## config.mk

```make
export PLATFORM = sky130hd
export DESIGN_NAME = gbp_stats
export DESIGN_NICKNAME = d
export VERILOG_FILES = /design/src/sv/gbp_pkg.sv /design/src/sv/gbp_stats.sv
export SDC_FILE = /design/constraint.sdc
export NUM_CORES = 1
export LEC_CHECK = 0
export BUFFER_PORTS_ARGS = -buffer_cell sky130_fd_sc_hd__buf_2
export CELL_PAD_IN_SITES_DETAIL_PLACEMENT = 0
export CELL_PAD_IN_SITES_GLOBAL_PLACEMENT = 2
export CORE_ASPECT_RATIO = 0.7
export CORE_MARGIN = 3
export CORE_UTILIZATION = 33
export DETAILED_ROUTE_END_ITERATION = 16
export PLACE_DENSITY = 0.79
export SLEW_MARGIN = 20
export SYNTH_ARGS = -nofsm -noshare
export SYNTH_HDL_FRONTEND = slang
export SYNTH_SLANG_ARGS = --single-unit
```

## constraint.sdc

```tcl
create_clock -name clk -period 3.15 [get_ports clk]
set_clock_uncertainty 0.15 [all_clocks]
set_input_delay 0.315 -clock clk [delete_from_list [all_inputs] [get_ports clk]]
set_output_delay 0.315 -clock clk [all_outputs]
set_load 0.02 [all_outputs]
```

## src/sv/gbp_pkg.sv

```systemverilog
// shared types and constants of the gshare branch predictor
// no dependencies; imported by the interfaces and every module

package gbp_pkg;

  // field widths fixed by the channel format
  localparam int PC_BITS  = 12;
  localparam int OUT_BITS = 32;

  // defaults for the top level parameters
  localparam int HISTORY_BITS_DEF = 12;
  localparam int COUNT_BITS_DEF   = 32;

  // two-bit saturating counter
  typedef logic [1:0] ctr_t;
  localparam ctr_t CTR_MIN        = 2'd0;
  localparam ctr_t CTR_WEAK_TAKEN = 2'd2;
  localparam ctr_t CTR_MAX        = 2'd3;

  // action codes
  localparam logic ACT_PREDICT = 1'b0;
  localparam logic ACT_UPDATE  = 1'b1;

  // predictor mode codes
  localparam logic MODE_ALWAYS_TAKEN = 1'b0;
  localparam logic MODE_GSHARE       = 1'b1;
  localparam logic MODE_RESET        = MODE_GSHARE;

  // increment requests to the statistics counters
  typedef struct packed {
    logic branch;
    logic mispredict;
  } stat_req_t;

  // counter moved one step toward the outcome
  function automatic ctr_t ctr_train(input ctr_t c, input logic taken);
    ctr_t r;
    r = c;
    if (taken) begin
      if (c != CTR_MAX) r = c + 2'd1;
    end else begin
      if (c != CTR_MIN) r = c - 2'd1;
    end
    return r;
  endfunction

endpackage

```

## src/sv/gbp_stats.sv

```systemverilog
// saturating branch and mispredict counters
// depends on gbp_pkg for the request struct and output width

module gbp_stats import gbp_pkg::*; #(
  parameter int COUNT_BITS = COUNT_BITS_DEF
) (
  input  logic                clk,
  input  logic                rst,
  input  stat_req_t           req,
  output logic [OUT_BITS-1:0] branch_total,
  output logic [OUT_BITS-1:0] mispredict_total
);

  logic [COUNT_BITS-1:0]          branch_count, branch_count_next;
  logic [COUNT_BITS-1:0]          mispredict_count, mispredict_count_next;
  logic [COUNT_BITS+OUT_BITS-1:0] branch_wide, mispredict_wide;

  // next values, stopping at all ones
  always_comb begin
    branch_count_next     = branch_count;
    mispredict_count_next = mispredict_count;
    if (req.branch && branch_count != {COUNT_BITS{1'b1}})
      branch_count_next = branch_count + 1'b1;
    if (req.mispredict && mispredict_count != {COUNT_BITS{1'b1}})
      mispredict_count_next = mispredict_count + 1'b1;
  end

  always_ff @(posedge clk) begin
    if (rst) begin
      branch_count     <= '0;
      mispredict_count <= '0;
    end else begin
      branch_count     <= branch_count_next;
      mispredict_count <= mispredict_count_next;
    end
  end

  // totals after this beat, low bits onto the output width
  assign branch_wide      = {{OUT_BITS{1'b0}}, branch_count_next};
  assign mispredict_wide  = {{OUT_BITS{1'b0}}, mispredict_count_next};
  assign branch_total     = branch_wide[OUT_BITS-1:0];
  assign mispredict_total = mispredict_wide[OUT_BITS-1:0];

endmodule

```

==> flow_summary.toml, run 1 <==
[detailed_routing]
wl_per_cell_um = 15.81
routed_wl_um = 10780
drtIter0Drc = 191
drtAntennaViolNets = 0
drc = 0
vias = 3615
first_pass_iters = 4
viasPerCell = 5.301

[cells_and_area]
areaGrowthSynthToFinish_pct = 23.89
fin_nets = 537
fillerInstances = 1119
post-route-util = 0.4323
drive_above_1_share = 0.2434
antennaDiodeCount = 0

[synthesis]
ys_warn_count = 0
synthMuxAreaShare = 0.06444
synth-xor-area-share = 0.09211
synth_top_family_by_area = "simple AND/OR/NAND/NOR gates"
synth_top_cell_by_area = "dfxtp_1"
synthDistinctLibCells = 43
synthSimpleGateAreaFrac = 0.3543
syn_area_per_cell_um2 = 8.151
synth-compound-area-share = 0.1080
yosys-top-cells-area = "dfxtp_1 35%, nor2b_1 6.9%, xor2_1 6.8%"
syn-instance-count = 455
synth-adder-area-share = 0.006748
syn_area_um2 = 3709
synth_top_flop_cell = "dfxtp_1"
async_reset_ff_frac = 0
synth_nets = 461
synth_edf_count = 0
ys_seq_elements = 64
seq_area_frac_synth = 0.3455
yosysTopAreaCellShare = 0.3455

[placed_design]
portBuffers = 67
gp_congestion = 0.7916
post-dp-hpwl_um = 7864

[run_status]
status = "completed"

[power_and_ir_drop]
powerDensity_nw_per_um2 = 400.5
p_seq_frac = 0.445
leakage_uw = 0.002042
swShare = 0.2260
clkPwrFrac = 0.518
switchingPower_uw = 415.7
ir_worst_vdd_v = 0.0002494
internal-power_uw = 1424
pwr-share-comb = 0.036

[global_route]
gr-total-overflow = 0
use_met2 = 0.2347
antenna_found_initial = 0
grtUsageMet3 = 0.05005
top_usage_layer = "met1"
grt_pass1_vias = 3322
grt_max_degree = 47
grt_pass1_wl_um = 17200
use_met1 = 0.2644
track_usage = 0.1746

[setup_path]
max_stage_delay_ns = 0.55
cp.buffers_inverters = 1
r2r-end = "branch_count[26]"
arrival_ns = 2.59
critPathRequiredTime_ns = 2.68
critical_path_class = "register to primary output"
endpoint_kind = "primary output"
timing.rr.start = "branch_count[0]"
path_cells = "nand4_4 > or4_4 > a211o_1 > or4_4 > xnor2_1 > buf_2"
cp_slowest_cell = "or4_4"
rrSetupSlack_ns = 0.64
rr_worst_depth = 8
worstSetupStartpointType = "register"
path_common_cell = "or4_4"
cp_top_family = "simple AND/OR/NAND/NOR gates"
cp_max_fo = 6

[sta]
final.min_clock_period_ns = 3.051
hold_viol = 0
max_slew_margin = 0.5670
fmaxAchievable_mhz = 327.8
setup_viol = 0
worst-slew-pin-transition_ns = 0.6436
finalCritPeriodShare = 0.9685
tns_ns = 0
drv_slew = 0
rsz0062_at_grt = "true"

[floorplan]
initial_core_util = 0.3490
rows = 31
io-pin-count = 68
die_y_um = 94.70
dieWidth_um = 132.7
die_area_um2 = 12570
core_um2 = 10630

[worst_hold_path]
holdPathStages = 3
hp-class = "primary input to register"
min_to = "branch_count[1]"
min_from = "req[1]"

[clock_tree]
clock_latency_ns = 0.34
ctsHoldBuffers = 0
cts_buffer_depth = 2
cts_made_buffers = 9
clk_pin_slew_ns = 0.05
clock_sinks = 64
root_buffer = "clkbuf_16"
cts_tree = "built"
htreeDepth = 3

[flow_run]
max_cap_viol_count = 0
[placed cells by master, fill, tap and decap left out, drive strengths merged]
cell type / n
buf: 84
dfxtp: 64
nor2b: 41
nor2: 36
nand3: 36
nand2: 34
xor2: 29
nand4: 21
mux2: 20
or3: 18
o21ai: 16
nor3: 16
a21oi: 15
clkbuf: 14
and4: 12
nor4: 11
xnor2: 10
inv: 9
a2111oi: 8
o31ai: 7
and3: 6
or4: 5
a211oi: 4
a31oi: 4
a41oi: 2
ha: 2
o2111ai: 1
a211o: 1
o211ai: 1
or2: 1
mux2i: 1
nor3b: 1
a311oi: 1
o311ai: 1
nand2b: 1
o21bai: 1
[cells in the mapped netlist (12+ instances only)]
cell type	instances
or3_1	18
nor2b_1	41
clkbuf_1	16
mux2_2	18
nand3_1	36
a21oi_1	15
o21ai_0	16
nor3_1	15
and4_1	12
nor2_1	36
nand4_1	20
nand2_1	34
dfxtp_1	64
xor2_1	29
[cell families (layout without fill, tap and decap cells)]
kind of cell               Yosys count  count (layout)
AOI/OAI and AO/OA                   62              62
xor gates and xnor gates            39              39
and+or+nand+nor                    239             239
buffers and inverters               28             107
DFF                                 64              64
muxes                               21              21
adders and majority gates            2               2
[area by class of cell]
type,count,area [um^2],share of cell area
clock buffers,14,274.0,0.05964
inverters,9,33.78,0.007353
multi-input cells,363,2351,0.5117
flip-flops and latches,64,1287,0.2802
well taps,148,185.2,0.04031
repair buffers,84,462.9,0.1008
[worst register-to-register path, cell delays in order (launching register included)]
cell and delay (ns):
dfxtp_1 0.38, ha_1 0.23, nand4_1 0.19, nor3_1 0.31, buf_4 0.18, o211ai_1 0.21, nor3_2 0.30, buf_4 0.15
mux2_2 0.31
[flip-flops by register name, summed over array words and instances (netlist names)]
name / count
branch_count: 32
mispredict_count: 32
[timing repair]
action                     4_1_cts  5_1_grt
setup endpoints to repair        2       11
pin swaps                        0        1
gates cloned                     0        0
gates resized for setup          4       11
buffers inserted                 0        2
hold endpoints to repair         0        0
[per-stage QoR]
stage                     area (um^2)  instances  power [uW]  hold slack [ns]  setup WS (ns)
final                            4594        682        1840           0.2315        0.09921
after global placement           4268        666       902.0           0.3610         0.3285
after global routing             4594        682        1914           0.2434      -0.009633
after floorplan                  3709        455       882.5           0.3388         0.3375
after detailed placement         4268        666       903.7           0.3727         0.2978
after CTS                        4547        680        1865           0.2104       0.002032
[power by group through the flow]
| stage | Sequential, uW | Combinational (uW) | Clock (uW) |
|---|---|---|---|
| floorplan | 835 | 47.2 | 0 |
| global placement | 836 | 65.8 | 0 |
| detailed placement | 836 | 67.4 | 0 |
| CTS | 819 | 67.5 | 979 |
| global route | 819 | 75.2 | 1020 |
| finish | 820 | 66.7 | 954 |
[layer usage]
| layer | vias to the layer above | share of wire | wire length [um] |
|---|---|---|---|
| li1 | 1818 | - | - |
| met1 | 1703 | 0.54 | 5841 |
| met2 | 82 | 0.38 | 4132 |
| met3 | 12 | 0.063 | 682 |
| met4 | 0 | 0.012 | 127 |
| met5 | - | 0 | 0 |
[worst max-delay path by stage]
stage | from | to | cells after the start
floorplan | branch_count[5] | branch_total[29] | 6
detailed placement | branch_count[6] | branch_total[25] | 6
finish | branch_count[7] | branch_total[29] | 6
CTS | branch_count[8] | branch_total[29] | 6
global route | branch_count[7] | branch_total[19] | 6
global placement | branch_count[7] | branch_total[25] | 6
Note: power is estimated with default switching activity, not from simulation.
==> run 2, diff against run 1 <==
--- a/config.mk
+++ b/config.mk
@@ -6,13 +6,13 @@
 export NUM_CORES = 1
 export LEC_CHECK = 0
 export BUFFER_PORTS_ARGS = -buffer_cell sky130_fd_sc_hd__buf_2
-export CELL_PAD_IN_SITES_DETAIL_PLACEMENT = 0
-export CELL_PAD_IN_SITES_GLOBAL_PLACEMENT = 2
+export CELL_PAD_IN_SITES_DETAIL_PLACEMENT = 1
+export CELL_PAD_IN_SITES_GLOBAL_PLACEMENT = 1
 export CORE_ASPECT_RATIO = 0.7
 export CORE_MARGIN = 3
-export CORE_UTILIZATION = 33
+export CORE_UTILIZATION = 41
 export DETAILED_ROUTE_END_ITERATION = 16
-export PLACE_DENSITY = 0.79
+export PLACE_DENSITY = 0.78
 export SLEW_MARGIN = 20
 export SYNTH_ARGS = -nofsm -noshare
 export SYNTH_HDL_FRONTEND = slang
==> run 2 against run 1 <==
Against the previous run: critical path depth did not move; routed wire length rose by 7.2%; count of clock-buffer cells in the layout down 3; sequential cell count did not move; first-iteration DRC count up 42%; utilization rose by 10 points; design area is 0.33% higher; critical endpoint unchanged; largest cell class unchanged.
==> flow_summary.toml, run 2 (synthesized netlist as in run 1, its figures left out) <==
[run_status]
status = "completed"

[detailed_routing]
wl_per_cell_um = 17.65
drtAntennaViolNets = 0
routed_wl_um = 11560
viasPerCell = 5.716
drtIter0Drc = 271
first_pass_iters = 4
vias = 3744
drc = 0

[worst_hold_path]
hp-class = "primary input to register"
min_from = "req[1]"

[floorplan]
initial_core_util = 0.4303
rows = 28
io-pin-count = 68
dieWidth_um = 119.7
core_um2 = 8618
die_y_um = 85.57
die_area_um2 = 10240

[sta]
tns_ns = 0
finalCritPeriodShare = 0.9872
hold_viol = 0
max_slew_margin = 0.5069
fmaxAchievable_mhz = 321.6
whs_ns = 0.2432
worst-slew-pin-transition_ns = 0.7329
final.min_clock_period_ns = 3.110
drv_slew = 0
setup_viol = 0
rsz0062_at_grt = "true"

[global_route]
use_met2 = 0.3596
use_met1 = 0.3242
grtUsageMet3 = 0.05076
top_usage_layer = "met2"
grt_pass1_vias = 3825
track_usage = 0.2307
gr-total-overflow = 0
antenna_found_initial = 0
grt_max_degree = 46
grt_pass1_wl_um = 19180

[power_and_ir_drop]
ir_worst_vdd_v = 0.0003759
leakage_uw = 0.002049
powerDensity_nw_per_um2 = 394.6

[setup_path]
critPathRequiredTime_ns = 2.68
endpoint_kind = "primary output"
cp_max_fo = 6
arrival_ns = 2.64
cp-startpoint = "branch_count[3]"
timing.rr.start = "branch_count[3]"
critical_path_class = "register to primary output"
worstSetupStartpointType = "register"

[cells_and_area]
top_regs = "branch_count (32), mispredict_count (32)"
drive_above_1_share = 0.2579
antennaDiodeCount = 0
final_cell_mix = "67 x buf_2, 60 x dfxtp_1, 41 x nor2b_1"
fillerInstances = 1097
seq_area_um2 = 1286
fin_nets = 537
mostFrequentLayoutCell = "buf_2"
multi_input_area_um2 = 2391
areaGrowthSynthToFinish_pct = 24.29

[clock_tree]
clock_sinks = 64
cts_buffer_depth = 2
htreeDepth = 3
clock_latency_ns = 0.33
root_buffer = "clkbuf_16"
cts_tree = "built"
ctsHoldBuffers = 0
clk_pin_slew_ns = 0.05
cts_made_buffers = 9

[placed_design]
portBuffers = 67
post-dp-hpwl_um = 8394
gp_congestion = 0.8366

[flow_run]
max_cap_viol_count = 0
run 2: cell types whose count changed in the layout (fill, tap and decap cells not counted), sizes merged:
cell | before | now
clkbuf | 14 | 11
clkinv | 0 | 4
run 2: through the flow:
stage / total power (uW) / utilization / std cells / area (um^2) / setup slack [ns]
floorplan: 882.5 / - / 455 / 3709 / 0.3375
global placement: 903.1 / 0.4926 / 638 / 4245 / 0.3524
detailed placement: 906.4 / 0.4926 / 638 / 4245 / 0.3055
CTS: 1834 / 0.5250 / 653 / 4524 / 0.009452
global route: 1880 / 0.5348 / 655 / 4609 / -0.06654
finish: 1819 / 0.5348 / 655 / 4609 / 0.04035
run 2: final cells by class:
class / count / share of cell area
multi-input cells: 363 / 0.5187
clock buffers: 11 / 0.05483
inverters: 9 / 0.007329
repair buffers: 84 / 0.1031
flip-flops and latches: 64 / 0.2790
clock inverters: 4 / 0.004343
well taps: 120 / 0.03257
run 2: final timing paths:
path	end	slack (ns)	depth (start not counted)
worst max register to register	branch_count[29]	0.59	5
worst min register to register	branch_count[27]	0.39	2
worst max-delay path	branch_total[29]	0.04	6
worst min-delay path	branch_count[1]	0.24	3
run 2: per-layer routing:
layer  part of all wire  up-vias
li1                   -     1817
met1               0.48     1820
met2               0.45       95
met3              0.056       12
met4             0.0092        0
met5                  0        -
run 2: power breakdown:
part           leakage [uW]  internal (uW)  switching [uW]
Combinational       0.00139           21.9            47.6
Sequential         0.000518            815            4.64
Clock              0.000141            565             365
run 2: worst max-delay path, stage by stage (launching register included):
cell     delay, ns
dfxtp_1       0.40
nand2_1       0.15
or4_1         0.61
a211o_1       0.36
or4_4         0.46
xnor2_1       0.15
buf_2         0.18
run 2: what timing repair did:
item | CTS | global route
resized for setup | 5 | 18
cloned | 0 | 0
endpoints found under the setup margin | 6 | 17
setup buffers | 0 | 2
pin swaps | 0 | 3
==> run 3, diff against run 2 <==
==> constraint.sdc (replaced) <==
create_clock -name clk -period 2.95 [get_ports clk]
set_clock_uncertainty 0.15 [all_clocks]
set_input_delay 0.59 -clock clk [delete_from_list [all_inputs] [get_ports clk]]
set_output_delay 0.59 -clock clk [all_outputs]
set_load 0.02 [all_outputs]
==> run 3 against run 2 <==
Against the previous run: the run now fails in global routing; synthesized cell count unchanged; area after synthesis unchanged.
==> flow_summary.toml, run 3 <==
[run_status]
status = "stopped before the end"
stop_stage = "global routing"
error = "[ERROR DPL-0033] detailed placement checks failed during check placement."

[synthesis]
synth_edf_count = 0
synth_common_cells = "64 x dfxtp_1, 41 x nor2b_1, 36 x nand3_1, 36 x nor2_1, 34 x nand2_1"
synth_top_cell_by_area = "dfxtp_1"
yosysTopAreaCellShare = 0.3455
synth_nets = 461
ys_seq_elements = 64
synth_top_flop_cell = "dfxtp_1"
seq_area_frac_synth = 0.3455
ys_warn_count = 0
syn-instance-count = 455
yosys-top-cells-area = "dfxtp_1 35%, nor2b_1 6.9%, xor2_1 6.8%"
syn_area_um2 = 3709
synthDistinctLibCells = 43
syn_area_per_cell_um2 = 8.151
yosysMostFrequentCell = "dfxtp_1"
async_reset_ff_frac = 0

[sta]
worstEndpointGrtRepair = "branch_total[23]"
worstEpCategory = "primary output"

[floorplan]
rows = 28
io-pin-count = 68
dieWidth_um = 119.7
initial_core_util = 0.4303
die_y_um = 85.57

[clock_tree]
clock_sinks = 64
ctsHoldBuffers = 0
root_buffer = "clkbuf_16"
htreeDepth = 3
cts_made_buffers = 9
cts_buffer_depth = 2

[placed_design]
gp_congestion = 0.8600
post-dp-hpwl_um = 8822
portBuffers = 67
place_worst_setup_slack_ns = 0.01097
dpl_cell_area_um2 = 4486

[global_route]
grt_max_degree = 84
antenna_found_initial = 2
==> run 3: metrics by stage <==
stage | TNS [ns] | instances
after floorplan | -0.04375 | 455
after global placement | 0 | 669
after detailed placement | 0 | 669
after CTS | -1.530 | 708
==> run 3: logic make-up after synthesis <==
logic type | count (synthesis) | share of synthesized area
AND/OR/NAND/NOR | 239 | 0.3543
XOR/XNOR | 39 | 0.09210
multiplexers | 21 | 0.06444
AO/OA/AOI/OAI | 62 | 0.1080
adder cells (fa/ha/maj) | 2 | 0.006747
buffers and inverters | 28 | 0.02901
flip-flops | 64 | 0.3455
==> run 3: what timing repair did <==
action                                 in CTS
buffers inserted                           23
endpoints found under the hold margin       0
pin swaps                                  39
resized for setup                         163
setup endpoints to repair                  54
==> run 4, diff against run 3 <==
==> config.mk (replaced) <==
export PLATFORM = sky130hd
export DESIGN_NAME = gbp_stats
export DESIGN_NICKNAME = d
export VERILOG_FILES = /design/src/sv/gbp_pkg.sv /design/src/sv/gbp_stats.sv
export SDC_FILE = /design/constraint.sdc
export NUM_CORES = 1
export LEC_CHECK = 0
export BUFFER_PORTS_ARGS = -buffer_cell sky130_fd_sc_hd__buf_2
export CORE_MARGIN = 3
export CORE_UTILIZATION = 40
export DETAILED_ROUTE_END_ITERATION = 16
export PLACE_DENSITY_LB_ADDON = 0.15
export SLEW_MARGIN = 20
export SYNTH_ARGS = -nofsm -noshare
export SYNTH_HDL_FRONTEND = slang
export SYNTH_SLANG_ARGS = --single-unit
==> run 4 against run 3 <==
Against the previous run: the flow now finishes, with violations (setup timing).
==> flow_summary.toml, run 4 (synthesized netlist as in run 1, its figures left out) <==
[run_status]
status = "complete, but fails checks"
violations = "setup timing"

[placed_design]
post-dp-hpwl_um = 7446
dpl_cell_area_um2 = 4508
portBuffers = 67
place_worst_setup_slack_ns = 0.006942
gp_congestion = 0.8971
placed_cells = 662

[setup_path]
critPathRequiredTime_ns = 2.21
arrival_ns = 2.43
critical_path_class = "register to primary output"
endpoint_kind = "primary output"
cp_max_fo = 4
worstSetupStartpointType = "register"

[flow_run]
max_cap_viol_count = 0

[cells_and_area]
mostFrequentLayoutCell = "buf_4"
antennaDiodeCount = 0
multi_input_area_um2 = 2965
top_regs = "branch_count (32), mispredict_count (32)"
seq_area_um2 = 1344
final_area_um2 = 5801
drive_above_1_share = 0.4967
fin_nets = 604
areaGrowthSynthToFinish_pct = 56.41
final_cell_mix = "97 x buf_4, 41 x nor2b_1, 34 x dfxtp_1"
instances_no_fill = 708
fillerInstances = 727

[sta]
setup_viol = 19
hold_viol = 0
finalCritPeriodShare = 1.073
max_slew_margin = 0.6665
tns_ns = -1.031
worst-slew-pin-transition_ns = 0.4876
drv_slew = 0
rsz0062_at_grt = "true"
fmaxAchievable_mhz = 315.9
fin_ws_ns = -0.2156
final.min_clock_period_ns = 3.166

[global_route]
grt_max_degree = 32
grt_pass1_wl_um = 17260
track_usage = 0.2043
gr-total-overflow = 0
grt_pass1_vias = 3619
antenna_found_initial = 0

[worst_hold_path]
hp-class = "register to register"

[clock_tree]
clock_latency_ns = 0.34
clock_sinks = 64
htreeDepth = 3
root_buffer = "clkbuf_8"
ctsHoldBuffers = 0
cts_buffer_depth = 2
cts_tree = "built"
clk_pin_slew_ns = 0.07
cts_made_buffers = 9

[floorplan]
core_um2 = 8848
initial_core_util = 0.4191
rows = 34
io-pin-count = 68
die_y_um = 102.3
die_area_um2 = 10460
dieWidth_um = 102.3

[detailed_routing]
drtAntennaViolNets = 0
drc = 0
vias = 4017
viasPerCell = 5.674
first_pass_iters = 4
wl_per_cell_um = 16.10
routed_wl_um = 11400
drtIter0Drc = 232

[power_and_ir_drop]
leakage_uw = 0.002528
powerDensity_nw_per_um2 = 281.9
ir_worst_vdd_v = 0.0001561
==> run 4: what timing repair did <==
item / 4_1_cts / 5_1_grt
hold endpoints to repair: 0 / 0
pin swaps: 31 / 52
setup endpoints to repair: 52 / 59
gates resized for setup: 99 / 129
gates cloned: 0 / 0
setup buffers: 17 / 18
==> run 4: power breakdown <==
part	switching, uW	total [uW]	internal (uW)	leakage [uW]
Sequential	5.65	867	862	0.000534
Clock	333	669	336	0.0000842
Combinational	56.4	99.2	42.8	0.00191
==> run 4: stage by stage <==
| step | utilization | power (uW) | hold WS, ns |
|---|---|---|---|
| after floorplan | - | 942.3 | 0.3388 |
| after global placement | 0.5095 | 966.9 | 0.3696 |
| after detailed placement | 0.5095 | 968.4 | 0.3667 |
| after CTS | 0.5892 | 1637 | 0.3645 |
| after global routing | 0.6555 | 1698 | 0.3966 |
| final | 0.6555 | 1635 | 0.3703 |
==> run 4: area by class of cell <==
cell class,instances,share of cell area
Tap cell,108,0.02330
Inverter,9,0.005824
Clock inverter,1,0.0008628
Timing Repair Buffer,151,0.2004
Sequential cell,64,0.2317
Clock buffer,12,0.02675
Multi-Input combinational cell,363,0.5112
==> run 4: path summary, 6_finish.rpt <==
| path | startpoint | endpoint | slack, ns | cells past startpoint |
|---|---|---|---|---|
| setup reg to reg | branch_count[8] | branch_count[29] | 0.60 | 5 |
| hold / removal | branch_count[18] | branch_count[18] | 0.37 | 2 |
| hold reg to reg | branch_count[18] | branch_count[18] | 0.37 | 2 |
| setup / recovery | branch_count[8] | branch_total[29] | -0.22 | 6 |
==> run 4: layer usage <==
metal	wire length, um	GRT usage	share of wire
met5	0	0	0
met4	180	0.05550	0.016
met3	611	0.03140	0.054
met2	5369	0.3108	0.47
met1	5239	0.3004	0.46
==> run 4: critical path, stage by stage, from the launching register on <==
cell and delay (ns):
dfxtp_2 0.35, nand4_4 0.10, or4_4 0.56, a211o_1 0.30
or4_4 0.46, xnor2_2 0.14, buf_4 0.16
